==> src/hw/rtl/crc8dfr_pkg.sv <==
// Shared types and constants for the CRC-8 sync-word packet deframer.
// No dependencies; every other file of the block imports this package.

package crc8dfr_pkg;

   // Width of the good-frame and CRC-error counters.
   localparam int CRC8DFR_COUNT_WIDTH = 32;

   // CRC-8 generator polynomial (x^8 + x^2 + x + 1), MSB first, init 0.
   localparam logic [7:0] CRC_POLY = 8'h07;

   // Reset values of the two sync-byte registers.
   localparam logic [7:0] SYNC_FIRST_RESET  = 8'hAA;
   localparam logic [7:0] SYNC_SECOND_RESET = 8'h55;

   // Number of payload bytes covered by the CRC.
   localparam int PAYLOAD_BYTES = 4;

   // Byte position within a packet.
   typedef logic [2:0] byte_pos_type;

   localparam byte_pos_type POS_SYNC_FIRST  = 3'd0;
   localparam byte_pos_type POS_SYNC_SECOND = 3'd1;
   localparam byte_pos_type POS_POSITION_LO = 3'd2;
   localparam byte_pos_type POS_POSITION_HI = 3'd3;
   localparam byte_pos_type POS_CONFIDENCE  = 3'd4;
   localparam byte_pos_type POS_FRAME_ID    = 3'd5;
   localparam byte_pos_type POS_CRC         = 3'd6;

   // Configuration register indexes.
   typedef logic [1:0] csr_index_type;

   localparam csr_index_type CSR_SYNC_FIRST  = 2'd0;
   localparam csr_index_type CSR_SYNC_SECOND = 2'd1;

   // Per-byte status reported on the result channel.
   typedef enum logic [1:0] {
      STATUS_NONE      = 2'd0,
      STATUS_GOOD      = 2'd1,
      STATUS_CRC_ERROR = 2'd2
   } status_type;

endpackage

==> src/hw/rtl/crc8dfr_if.sv <==
// Handshake channel interfaces of the CRC-8 packet deframer: received bytes,
// per-byte status words and configuration writes. Depends on crc8dfr_pkg.

// Received byte with its millisecond timestamp.
interface crc8dfr_req_if import crc8dfr_pkg::*; ();
   logic        valid;
   logic        ready;
   logic [7:0]  data_byte;
   logic [31:0] now_ms;

   modport source (output valid, output data_byte, output now_ms, input ready);
   modport sink   (input valid, input data_byte, input now_ms, output ready);
endinterface

// Status word with the latched sample and the frame counters.
interface crc8dfr_rsp_if import crc8dfr_pkg::*; #(
   parameter int COUNT_WIDTH = CRC8DFR_COUNT_WIDTH
) ();
   logic                    valid;
   logic                    ready;
   status_type              status;
   logic signed [15:0]      position;
   logic [7:0]              confidence;
   logic [7:0]              frame_id;
   logic [31:0]             timestamp_ms;
   logic                    sample_valid;
   logic [COUNT_WIDTH-1:0]  good_frames;
   logic [COUNT_WIDTH-1:0]  crc_errors;

   modport source (
      output valid, output status, output position, output confidence,
      output frame_id, output timestamp_ms, output sample_valid,
      output good_frames, output crc_errors, input ready
   );
   modport sink (
      input valid, input status, input position, input confidence,
      input frame_id, input timestamp_ms, input sample_valid,
      input good_frames, input crc_errors, output ready
   );
endinterface

// Configuration register write channel.
interface crc8dfr_csr_if import crc8dfr_pkg::*; ();
   logic          valid;
   logic          ready;
   csr_index_type index;
   logic [7:0]    data;

   modport source (output valid, output index, output data, input ready);
   modport sink   (input valid, input index, input data, output ready);
endinterface

==> src/hw/rtl/sync_crc8_packet_deframer.sv <==
// Top level of the CRC-8 sync-word packet deframer.
// Depends on crc8dfr_pkg, the interfaces in crc8dfr_if and crc8dfr_crc_step.
//
//   Channel  Direction  Word contents
//   req_ch   in         data_byte, now_ms
//   rsp_ch   out        status, position, confidence, frame_id, timestamp_ms,
//                       sample_valid, good_frames, crc_errors
//   csr_ch   in         index (0 sync_first, 1 sync_second), data
//
// One byte per cycle while status words are read: each accepted byte is processed in the cycle it is taken
// and its status word is valid from the next cycle on.
// The status word register frees up in the same cycle it is taken, so a new
// byte is accepted whenever the output slot is empty or being read.
// A stalled status word holds the deframer state; bytes wait until it is read.
// Synchronous reset clears all control state and the latched sample; neither
// channel accepts words while reset is high.

module sync_crc8_packet_deframer import crc8dfr_pkg::*; #(
   parameter int COUNT_WIDTH = CRC8DFR_COUNT_WIDTH
) (
   input  logic                clock,
   input  logic                reset,
   crc8dfr_req_if.sink         req_ch,
   crc8dfr_rsp_if.source       rsp_ch,
   crc8dfr_csr_if.sink         csr_ch
);

   // Configuration registers.
   logic [7:0] sync_first_ff;
   logic [7:0] sync_second_ff;

   // Deframer state.
   byte_pos_type             byte_pos_ff, byte_pos_in;
   logic [7:0]               crc_ff, crc_in;
   logic [7:0]               payload_ff [PAYLOAD_BYTES];
   logic signed [15:0]       last_position_ff;
   logic [7:0]               last_confidence_ff;
   logic [7:0]               last_frame_ff;
   logic [31:0]              last_time_ff;
   logic                     have_sample_ff;
   logic [COUNT_WIDTH-1:0]   good_count_ff;
   logic [COUNT_WIDTH-1:0]   error_count_ff;

   // Output slot.
   logic                     rsp_valid_ff;
   status_type               status_ff, status_in;

   logic       accept;
   logic       csr_write;
   logic       payload_write;
   logic [1:0] payload_idx;
   logic       frame_good;
   logic       frame_bad;
   logic [7:0] crc_next;

   // Handshakes: a byte enters when the status slot is free or being emptied.
   assign req_ch.ready = !reset && (!rsp_valid_ff || rsp_ch.ready);
   assign accept       = req_ch.valid && req_ch.ready;
   assign csr_ch.ready = !reset;
   assign csr_write    = csr_ch.valid && csr_ch.ready;

   // Running CRC over the payload bytes.
   crc8dfr_crc_step u_crc_step (
      .crc       (crc_ff),
      .data_byte (req_ch.data_byte),
      .crc_next  (crc_next)
   );

   assign payload_idx = 2'(byte_pos_ff - POS_POSITION_LO);

   // Next-state logic of the packet parser for the current byte.
   always_comb begin
      byte_pos_in   = byte_pos_ff;
      crc_in        = crc_ff;
      status_in     = STATUS_NONE;
      payload_write = 1'b0;
      frame_good    = 1'b0;
      frame_bad     = 1'b0;
      unique case (byte_pos_ff)
         POS_SYNC_SECOND: begin
            if (req_ch.data_byte == sync_second_ff) begin
               byte_pos_in = POS_POSITION_LO;
            end else if (req_ch.data_byte == sync_first_ff) begin
               byte_pos_in = POS_SYNC_SECOND;
            end else begin
               byte_pos_in = POS_SYNC_FIRST;
            end
            crc_in = 8'h00;
         end
         POS_POSITION_LO, POS_POSITION_HI, POS_CONFIDENCE, POS_FRAME_ID: begin
            payload_write = 1'b1;
            crc_in        = crc_next;
            byte_pos_in   = byte_pos_ff + 3'd1;
         end
         POS_CRC: begin
            byte_pos_in = POS_SYNC_FIRST;
            crc_in      = 8'h00;
            if (crc_ff == req_ch.data_byte) begin
               frame_good = 1'b1;
               status_in  = STATUS_GOOD;
            end else begin
               frame_bad = 1'b1;
               status_in = STATUS_CRC_ERROR;
            end
         end
         // Searching for the first sync byte; the unused position falls here.
         default: begin
            if (req_ch.data_byte == sync_first_ff) begin
               byte_pos_in = POS_SYNC_SECOND;
               crc_in      = 8'h00;
            end else begin
               byte_pos_in = POS_SYNC_FIRST;
            end
         end
      endcase
   end

   // Configuration registers.
   always_ff @(posedge clock) begin
      if (reset) begin
         sync_first_ff  <= SYNC_FIRST_RESET;
         sync_second_ff <= SYNC_SECOND_RESET;
      end else if (csr_write) begin
         if (csr_ch.index == CSR_SYNC_FIRST) begin
            sync_first_ff <= csr_ch.data;
         end
         if (csr_ch.index == CSR_SYNC_SECOND) begin
            sync_second_ff <= csr_ch.data;
         end
      end
   end

   // Parser state, latched sample, counters and the status slot.
   always_ff @(posedge clock) begin
      if (reset) begin
         byte_pos_ff        <= POS_SYNC_FIRST;
         crc_ff             <= 8'h00;
         last_position_ff   <= 16'sd0;
         last_confidence_ff <= 8'h00;
         last_frame_ff      <= 8'h00;
         last_time_ff       <= 32'd0;
         have_sample_ff     <= 1'b0;
         good_count_ff      <= '0;
         error_count_ff     <= '0;
         rsp_valid_ff       <= 1'b0;
         status_ff          <= STATUS_NONE;
      end else begin
         if (accept) begin
            byte_pos_ff  <= byte_pos_in;
            crc_ff       <= crc_in;
            status_ff    <= status_in;
            rsp_valid_ff <= 1'b1;
            if (frame_good) begin
               last_position_ff   <= signed'({payload_ff[1], payload_ff[0]});
               last_confidence_ff <= payload_ff[2];
               last_frame_ff      <= payload_ff[3];
               last_time_ff       <= req_ch.now_ms;
               have_sample_ff     <= 1'b1;
               good_count_ff      <= good_count_ff + COUNT_WIDTH'(1);
            end
            if (frame_bad) begin
               error_count_ff <= error_count_ff + COUNT_WIDTH'(1);
            end
         end else if (rsp_ch.ready) begin
            rsp_valid_ff <= 1'b0;
         end
      end
   end

   // Payload bytes of the packet in flight.
   always_ff @(posedge clock) begin
      if (accept && payload_write) begin
         payload_ff[payload_idx] <= req_ch.data_byte;
      end
   end

   // The state registers change only together with the status slot, so they
   // drive the result word directly.
   assign rsp_ch.valid        = rsp_valid_ff;
   assign rsp_ch.status       = status_ff;
   assign rsp_ch.position     = last_position_ff;
   assign rsp_ch.confidence   = last_confidence_ff;
   assign rsp_ch.frame_id     = last_frame_ff;
   assign rsp_ch.timestamp_ms = last_time_ff;
   assign rsp_ch.sample_valid = have_sample_ff;
   assign rsp_ch.good_frames  = good_count_ff;
   assign rsp_ch.crc_errors   = error_count_ff;

endmodule

==> src/hw/rtl/crc8dfr_crc_step.sv <==
// One-byte update of the CRC-8 (polynomial 0x07, MSB first, no reflection).
// Depends on crc8dfr_pkg for the polynomial.

module crc8dfr_crc_step import crc8dfr_pkg::*; (
   input  logic [7:0] crc,
   input  logic [7:0] data_byte,
   output logic [7:0] crc_next
);

   // Eight shift-and-conditional-xor steps over the byte folded into the CRC.
   always_comb begin
      logic [7:0] c;
      c = crc ^ data_byte;
      for (int k = 0; k < 8; k++) begin
         if (c[7]) begin
            c = {c[6:0], 1'b0} ^ CRC_POLY;
         end else begin
            c = {c[6:0], 1'b0};
         end
      end
      crc_next = c;
   end

endmodule

==> src/flat_wrapper.sv <==
// flat-port wrapper written by rule: the top's interface ports become plain ports
module sync_crc8_packet_deframer_flat import crc8dfr_pkg::*;
#(
   parameter int COUNT_WIDTH = CRC8DFR_COUNT_WIDTH
)
  (clock, reset, req_ch_valid, req_ch_data_byte, req_ch_now_ms, req_ch_ready, rsp_ch_valid, rsp_ch_status, rsp_ch_position, rsp_ch_confidence, rsp_ch_frame_id, rsp_ch_timestamp_ms, rsp_ch_sample_valid, rsp_ch_good_frames, rsp_ch_crc_errors, rsp_ch_ready, csr_ch_valid, csr_ch_index, csr_ch_data, csr_ch_ready);
  crc8dfr_req_if req_ch_i ();
  crc8dfr_rsp_if #(.COUNT_WIDTH(COUNT_WIDTH)) rsp_ch_i ();
  crc8dfr_csr_if csr_ch_i ();
  input  logic clock;
  input  logic reset;
  input wire logic [$bits(req_ch_i.valid)-1:0] req_ch_valid;
  input wire logic [$bits(req_ch_i.data_byte)-1:0] req_ch_data_byte;
  input wire logic [$bits(req_ch_i.now_ms)-1:0] req_ch_now_ms;
  output wire logic [$bits(req_ch_i.ready)-1:0] req_ch_ready;
  output wire logic [$bits(rsp_ch_i.valid)-1:0] rsp_ch_valid;
  output wire logic [$bits(rsp_ch_i.status)-1:0] rsp_ch_status;
  output wire logic [$bits(rsp_ch_i.position)-1:0] rsp_ch_position;
  output wire logic [$bits(rsp_ch_i.confidence)-1:0] rsp_ch_confidence;
  output wire logic [$bits(rsp_ch_i.frame_id)-1:0] rsp_ch_frame_id;
  output wire logic [$bits(rsp_ch_i.timestamp_ms)-1:0] rsp_ch_timestamp_ms;
  output wire logic [$bits(rsp_ch_i.sample_valid)-1:0] rsp_ch_sample_valid;
  output wire logic [$bits(rsp_ch_i.good_frames)-1:0] rsp_ch_good_frames;
  output wire logic [$bits(rsp_ch_i.crc_errors)-1:0] rsp_ch_crc_errors;
  input wire logic [$bits(rsp_ch_i.ready)-1:0] rsp_ch_ready;
  input wire logic [$bits(csr_ch_i.valid)-1:0] csr_ch_valid;
  input wire logic [$bits(csr_ch_i.index)-1:0] csr_ch_index;
  input wire logic [$bits(csr_ch_i.data)-1:0] csr_ch_data;
  output wire logic [$bits(csr_ch_i.ready)-1:0] csr_ch_ready;
  assign req_ch_i.valid = req_ch_valid;
  assign req_ch_i.data_byte = req_ch_data_byte;
  assign req_ch_i.now_ms = req_ch_now_ms;
  assign req_ch_ready = req_ch_i.ready;
  assign rsp_ch_valid = rsp_ch_i.valid;
  assign rsp_ch_status = rsp_ch_i.status;
  assign rsp_ch_position = rsp_ch_i.position;
  assign rsp_ch_confidence = rsp_ch_i.confidence;
  assign rsp_ch_frame_id = rsp_ch_i.frame_id;
  assign rsp_ch_timestamp_ms = rsp_ch_i.timestamp_ms;
  assign rsp_ch_sample_valid = rsp_ch_i.sample_valid;
  assign rsp_ch_good_frames = rsp_ch_i.good_frames;
  assign rsp_ch_crc_errors = rsp_ch_i.crc_errors;
  assign rsp_ch_i.ready = rsp_ch_ready;
  assign csr_ch_i.valid = csr_ch_valid;
  assign csr_ch_i.index = csr_ch_index;
  assign csr_ch_i.data = csr_ch_data;
  assign csr_ch_ready = csr_ch_i.ready;
  sync_crc8_packet_deframer #(.COUNT_WIDTH(COUNT_WIDTH)) u_core (.clock(clock), .reset(reset), .req_ch(req_ch_i), .rsp_ch(rsp_ch_i), .csr_ch(csr_ch_i));
endmodule
==> config.mk <==
export PLATFORM = sky130hd
export DESIGN_NAME = sync_crc8_packet_deframer_flat
export DESIGN_NICKNAME = d
export VERILOG_FILES = /design/src/hw/rtl/crc8dfr_pkg.sv /design/src/hw/rtl/crc8dfr_if.sv /design/src/hw/rtl/sync_crc8_packet_deframer.sv /design/src/hw/rtl/crc8dfr_crc_step.sv /design/src/flat_wrapper.sv
export SDC_FILE = /design/constraint.sdc
export NUM_CORES = 1
export LEC_CHECK = 0
export BUFFER_PORTS_ARGS = -buffer_cell sky130_fd_sc_hd__buf_2
export CAP_MARGIN = 20
export CELL_PAD_IN_SITES_DETAIL_PLACEMENT = 0
export CELL_PAD_IN_SITES_GLOBAL_PLACEMENT = 1
export CORE_MARGIN = 4
export CORE_UTILIZATION = 40
export DETAILED_ROUTE_END_ITERATION = 12
export PLACE_DENSITY = 0.85
export SYNTH_ARGS = -nofsm -noshare
export SYNTH_HDL_FRONTEND = slang
export SYNTH_HIERARCHICAL = 1
export SYNTH_SLANG_ARGS = --single-unit
==> constraint.sdc <==
create_clock -name clock -period 4 [get_ports clock]
set_input_delay 1 -clock clock [delete_from_list [all_inputs] [get_ports clock]]
set_output_delay 1 -clock clock [all_outputs]
set_load 0.02 [all_outputs]
[After elaboration in Yosys (flattened, before gate mapping)]
Memory sizes are Yosys's and may differ from the RTL's. A register that Yosys moved wholly into a read port is not among the register bits.
Cells that the tools add are included.
Storage, ports and cells
  flip-flop bits (word level): 127
  memory bits (writable): 32
  input bits: 55
  output and inout port bits: 134
  word-level logic and storage cells: 75
  memories: 1
Operators by class
  add/sub/neg operators: 4
  eq/ne operators: 10
  multiplexer cells: 24
  bitwise operators: 9
  reduce and logical (&&, ||, !) cells: 17
Memory list
  u_core.payload_ff: words 4, width 8, read ports 4, clocked after memory_dff 4, write ports 1, line sync_crc8_packet_deframer.sv:35  | logic [7:0] payload_ff [PAYLOAD_BYTES];
Operators with widths (count)
  adder 32 x 1 -> 32 bit (second input constant): 2
  two-way mux 3 bit: 9
  equality test 8 bit: 3
  NOT 3 bit: 8
  case mux 8 bit (2 select lines): 1
  two-way mux 1 bit: 10
  AND reduction 2 bit: 5
  equality test 3 bit (second input constant): 3
  case mux 3 bit (3 select lines): 1
  two-way mux 8 bit: 1
  bitwise XOR 8 bit: 1
  equality test 3 x 2 -> 1 bit (second input constant): 2
  logical AND 1 bit: 4
  two-way mux 2 bit: 2
  OR reduction 4 bit: 1
  adder 3 x 1 -> 3 bit (second input constant): 1
  equality test 3 x 1 -> 1 bit (second input constant): 1
  nonzero test 3 bit: 1
  equality test 2 x 1 -> 1 bit (second input constant): 1
  logical NOT 1 bit: 2
  logical NOT 2 bit: 1
  nonzero test 2 bit: 1
  OR reduction 2 bit: 1
  subtractor 2 bit (second input constant): 1
  logical OR 1 bit: 1

[Logic depth before layout (Yosys ltp)]
  depth after elaboration: 18
  depth in mapped cells: 10
  gate-level depth less buffers: 7

[Modules after synthesis]
The synthesis kept the hierarchy.
Modules (own cells, without submodules)
  sync_crc8_packet_deframer: times used 1, cells each 865, area an instance 7707.4 um^2, seq. area each 4144.0 um^2
  crc8dfr_crc_step: times used 1, cells each 21, area an instance 183.9 um^2, seq. area each 0.0 um^2

[Least setup slack after synthesis]
Ideal clock, no wire load.
  kind: input -> register
  from: input req_ch_data_byte[5]
  to: register u_core.good_count_ff[27] (netlist: u_core/rsp_ch.good_frames[27])
  setup time: 0.070 ns
  arrival: 2.744 ns
  data required time: 3.930 ns
  slack: 1.185 ns
  stages on the path: 6
  path buffers: 1
  cells stage by stage: xor2_1 or4_4 or3_4 buf_6 or4_1 a21oi_1
On the way
  longest elaborated chain between the ends: 4
RTL lines
  start, declared: line flat_wrapper.sv:13  | input wire logic [$bits(req_ch_i.data_byte)-1:0] req_ch_data_byte;
  equality test 8 bit: line sync_crc8_packet_deframer.sv:98  | if (crc_ff == req_ch.data_byte) begin
  two-way mux 1 bit: line sync_crc8_packet_deframer.sv:98
  two-way mux 1 bit: line sync_crc8_packet_deframer.sv:79  | unique case (byte_pos_ff)
  AND reduction 2 bit (no line)
  end signal, assigned: line sync_crc8_packet_deframer.sv:159  | good_count_ff <= good_count_ff + COUNT_WIDTH'(1);
  end, declared: line sync_crc8_packet_deframer.sv:41  | logic [COUNT_WIDTH-1:0] good_count_ff;
Every way passes these cells.
A chain may end at the register's enable or synchronous reset.

[Final worst setup path]
  from: input req_ch_data_byte[0]
  to: register u_core.good_count_ff[22] (netlist: u_core/rsp_ch.good_frames[22])
The elaborated chain is that of the path after synthesis.

==> results.md <==
Timing:
- The worst hold slack is 451 ps.
- The transition time at the pin with the least slew margin is 920 ps.
- The total count of hold-check failures in the final report is 0.
- For the final routed database, the setup TNS stands at 0 ps.
- On the final layout, the worst clock skew is 11.3 ps.
- The highest clock rate is 349 MHz.
- The tightest slew margin relative to the limit is 0.387.
- In the finished design, the share of the clock period the worst path needs comes to 0.716.
- Setup violations remaining at the end of the flow were counted as 0.
- The max-slew violation count is 0.
- Setup repair after global routing left no endpoint under its margin.
- Counting I/O delays and the setup requirement, the final critical path takes 2860 ps.

Placement:
- In this run the tool buffered the top-level ports with 188 buffer cells.
- Summed over all nets, the half-perimeter wirelength after detailed placement is 14100 µm.
- The cell count after placement is 1306.
- At the end of routability-driven placement, the weighted congestion stood at 0.772.
- In this run the cell area measured after placement is 0.00910 mm².

GRT:
- The initial antenna violation count is 0.
- For this run, global-route usage on met1 was measured as 0.249.
- The global-route track usage on met2 is 0.288.
- The first-pass GRT wire length is 32700 µm.
- The global-route layer with the greatest usage is met2.
- Summed over all layers, the global routing overflow is 0.
- Entering global routing, the biggest net connects 85 pins.
- The overall fraction of global-route tracks in use is 0.181.
- The number of global-route vias before repair was 6394.
- In the global route stage, met3 resource usage came out at 0.0366.

Detailed routing:
- The routed layout has 6896 vias.
- The count of nets left with antenna violations once routing finished came out at 0.
- Dividing the detail-routed wire length by the instance count gives 15.0 µm.
- The count of TritonRoute iterations in the first routing pass is 5.
- The detailed router's first-iteration violation count is 311.
- For this block, the routed nets add up to 20100 µm of wire.
- The detailed-route vias per instance is 5.15.
- After detailed routing, the number of remaining DRC violations is 0.

Clock tree:
- TritonCTS built the clock tree.
- Clock tree synthesis found a total of 191 sinks.
- After clock tree synthesis, the flow added hold-fix buffers numbering 0.
- In this run the deepest clock path goes through 2 buffers.
- At the later pin of the worst-skew pair, clock insertion delay measures 430 ps.
- Clock-pin slew was measured on the worst setup and hold paths at 70 ps.
- After clock tree synthesis, the repair step resized 0 gates.
- The number of H-tree levels is 4.
- The cell sitting at the root of the clock tree is a sky130_fd_sc_hd__clkbuf_16.
- The number of clock buffers inserted by TritonCTS is 17.
- The buffer count from post-CTS setup fixing is 0.

Power and ir drop:
- In this run the power density over the cells is 392 mW/mm².
- The maximum VDD drop is 266 µV.
- After layout, the design draws a total of 0.00381 W.
- The leakage power is 3.64 nW.

Synth:
- The share of the Yosys chip area taken by registers is 0.525.
- In the synthesized netlist the async set-or-reset flop fraction comes to 0.
- The top cell type's share of synthesized area is 0.403.
- The total nets after synthesis is 948.
- The number of flops mapped to enable cells by yosys is 32.
- In this run the mean area of a mapped cell was 8.91 µm².
- The predominant post-synthesis flop cell is sky130_fd_sc_hd__dfxtp_1.
- The most common cell in the synthesized netlist is sky130_fd_sc_hd__nand2_1.
- By area the synthesized netlist is led by sky130_fd_sc_hd__dfxtp_1 (40%), sky130_fd_sc_hd__edfxtp_1 (12%), sky130_fd_sc_hd__nand2_1 (9.0%).
- The commonest cells after synthesis are sky130_fd_sc_hd__nand2_1 (189), sky130_fd_sc_hd__dfxtp_1 (159), sky130_fd_sc_hd__a21oi_1 (129).
- The synthesized netlist contains 43 unique library cells.
- The leading area contributor after synthesis is sky130_fd_sc_hd__dfxtp_1.
- After technology mapping, the gate count stands at 886.
- The synthesized design contains 191 register bits.
- During synthesis, Yosys emitted a total of 6 warnings.
- After synthesis the cells add up to 0.00789 mm².

Worst setup path:
- The required time of the worst setup path is 4350 ps.
- The data arrival time of the critical path is 3210 ps.
- Walking the worst path, the cells encountered are buf_2, xor2_1, nor4_1, nand3_1, or4_1, a21oi_1.
- The maximum single-stage delay on the critical path is 640 ps.
- The category of the worst setup path launch point is an input pin.
- The critical-path cell with the highest stage delay is sky130_fd_sc_hd__or4_1.
- The dominant delay contributor by cell family on the critical path is simple AND/OR/NAND/NOR gates.
- The element type at the critical path end is a register.
- The worst path buffer plus inverter count is 1.
- In this run the worst path has a maximum fanout of 14.
- The type of the worst setup path is input pin to register.

Layout:
- The post-route cell area is 0.00972 mm².
- The repair_antennas step left the layout with diodes totalling 0.
- The proportion of layout cells with a drive suffix above 1 is 0.232.
- The layout has 1865 filler cells.
- The area taken by multi-input logic gates is 0.00349 mm².
- From synthesis to final layout, the design area changed by 23.2%.
- The non-filler instance count after layout is 1339.
- The layout net count is 1123.
- Summing all flip-flop and latch instances after layout gives 0.00414 mm².

Die:
- The floorplan step set the die height to 148 µm.
- The number of ports placed on the die boundary is 189.
- The area of the die is 0.0220 mm².
- The region available for standard cell placement spans 0.0195 mm².
- The horizontal die dimension is 148 µm.
- For this configuration, the core starts out at a cell density of 0.405.
- The floorplan has 51 rows.

Flow run:
- The tool flagged a number of max-cap violations equal to 0.

Hold path:
- The tightest min-delay check is of the register to register type.

Status:
- The run finished with clean final reports.
-- cell usage in the layout, fill, tap and decap left out, drive strengths merged, types with 2 or more instances in the layout --
master   count
o31ai       34
edfxtp      32
nand3       19
clkbuf      19
xnor2       25
xor2        23
and4         4
a2111oi      2
o21ai       40
nor2b        2
or3         23
clkinv       5
nand4       18
or4         34
ha           7
a31o         2
nand2b       2
and2         6
or2          2
dfxtp      159
nor2        23
a21oi      129
o211ai       3
nor3         4
and3         7
buf        205
nand2      189
nor4        11
a22o         8
inv         27
-- area by class of cell --
class | count | share of cell area
Clock buffer | 19 | 0.0489
Multi-Input combinational cell | 626 | 0.359
Sequential cell | 191 | 0.426
Tap cell | 265 | 0.0341
Clock inverter | 13 | 0.0143
Inverter | 20 | 0.00772
Timing Repair Buffer | 205 | 0.110
-- worst min-delay path, delay by kind of cell, from the launching register on --
kind	cells	cell delay, ps
AOI/OAI and AO/OA	1	50
and+or+nand+nor	1	50
DFF	1	310
-- final timing paths --
kind	start	end	slack, ps	cells after the start
worst max-delay path	req_ch_data_byte[0]	u_core/rsp_ch.good_frames[22]	1140	6
worst min-delay path	u_core/rsp_ch.timestamp_ms[9]	u_core/rsp_ch.timestamp_ms[9]	450	2
worst max register to register	u_core/byte_pos_ff[0]	u_core/rsp_ch.good_frames[27]	1480	9
worst min register to register	u_core/rsp_ch.timestamp_ms[9]	u_core/rsp_ch.timestamp_ms[9]	450	2
-- registers in the layout, summed over array words and instances (netlist names) --
name / flops
u_core/payload_ff: 32
u_core/rsp_ch.crc_errors: 32
u_core/rsp_ch.good_frames: 32
u_core/rsp_ch.timestamp_ms: 32
u_core/rsp_ch.position: 16
u_core/crc_ff: 8
u_core/rsp_ch.confidence: 8
u_core/rsp_ch.frame_id: 8
u_core/sync_first_ff: 8
u_core/sync_second_ff: 8
u_core/byte_pos_ff: 3
u_core/rsp_ch.status: 2
u_core/rsp_ch.sample_valid: 1
u_core/rsp_ch.valid: 1
-- cells by family after synthesis --
group / synth area share
simple gates: 0.216
compound gates: 0.160
flops: 0.525
buf+inv: 0.0342
xor+xnor: 0.0533
fa+ha+maj: 0.0111
-- power by group --
part | switching [W] | total [W] | internal, W | leakage [nW]
registers | 0.00000692 | 0.00197 | 0.00196 | 1.57
logic | 0.0000863 | 0.000140 | 0.0000537 | 1.77
clock network | 0.000800 | 0.00171 | 0.000908 | 0.299
-- layer usage --
layer  share of wire  routed length (µm)  vias up
met5               0                   0        -
met4           0.012                 245        0
met3           0.050                1000       16
met2            0.45                9160      173
met1            0.48                9730     3198
li1                -                   -     3509
-- metrics by stage --
step           worst slack [ps]  utilization
6_report                   1140        0.500
5_1_grt                     795        0.500
4_1_cts                    1060        0.499
3_5_place_dp                613        0.468
3_3_place_gp                752        0.468
2_1_floorplan              1190            -
No activity file was read; power rests on OpenSTA's default activity.
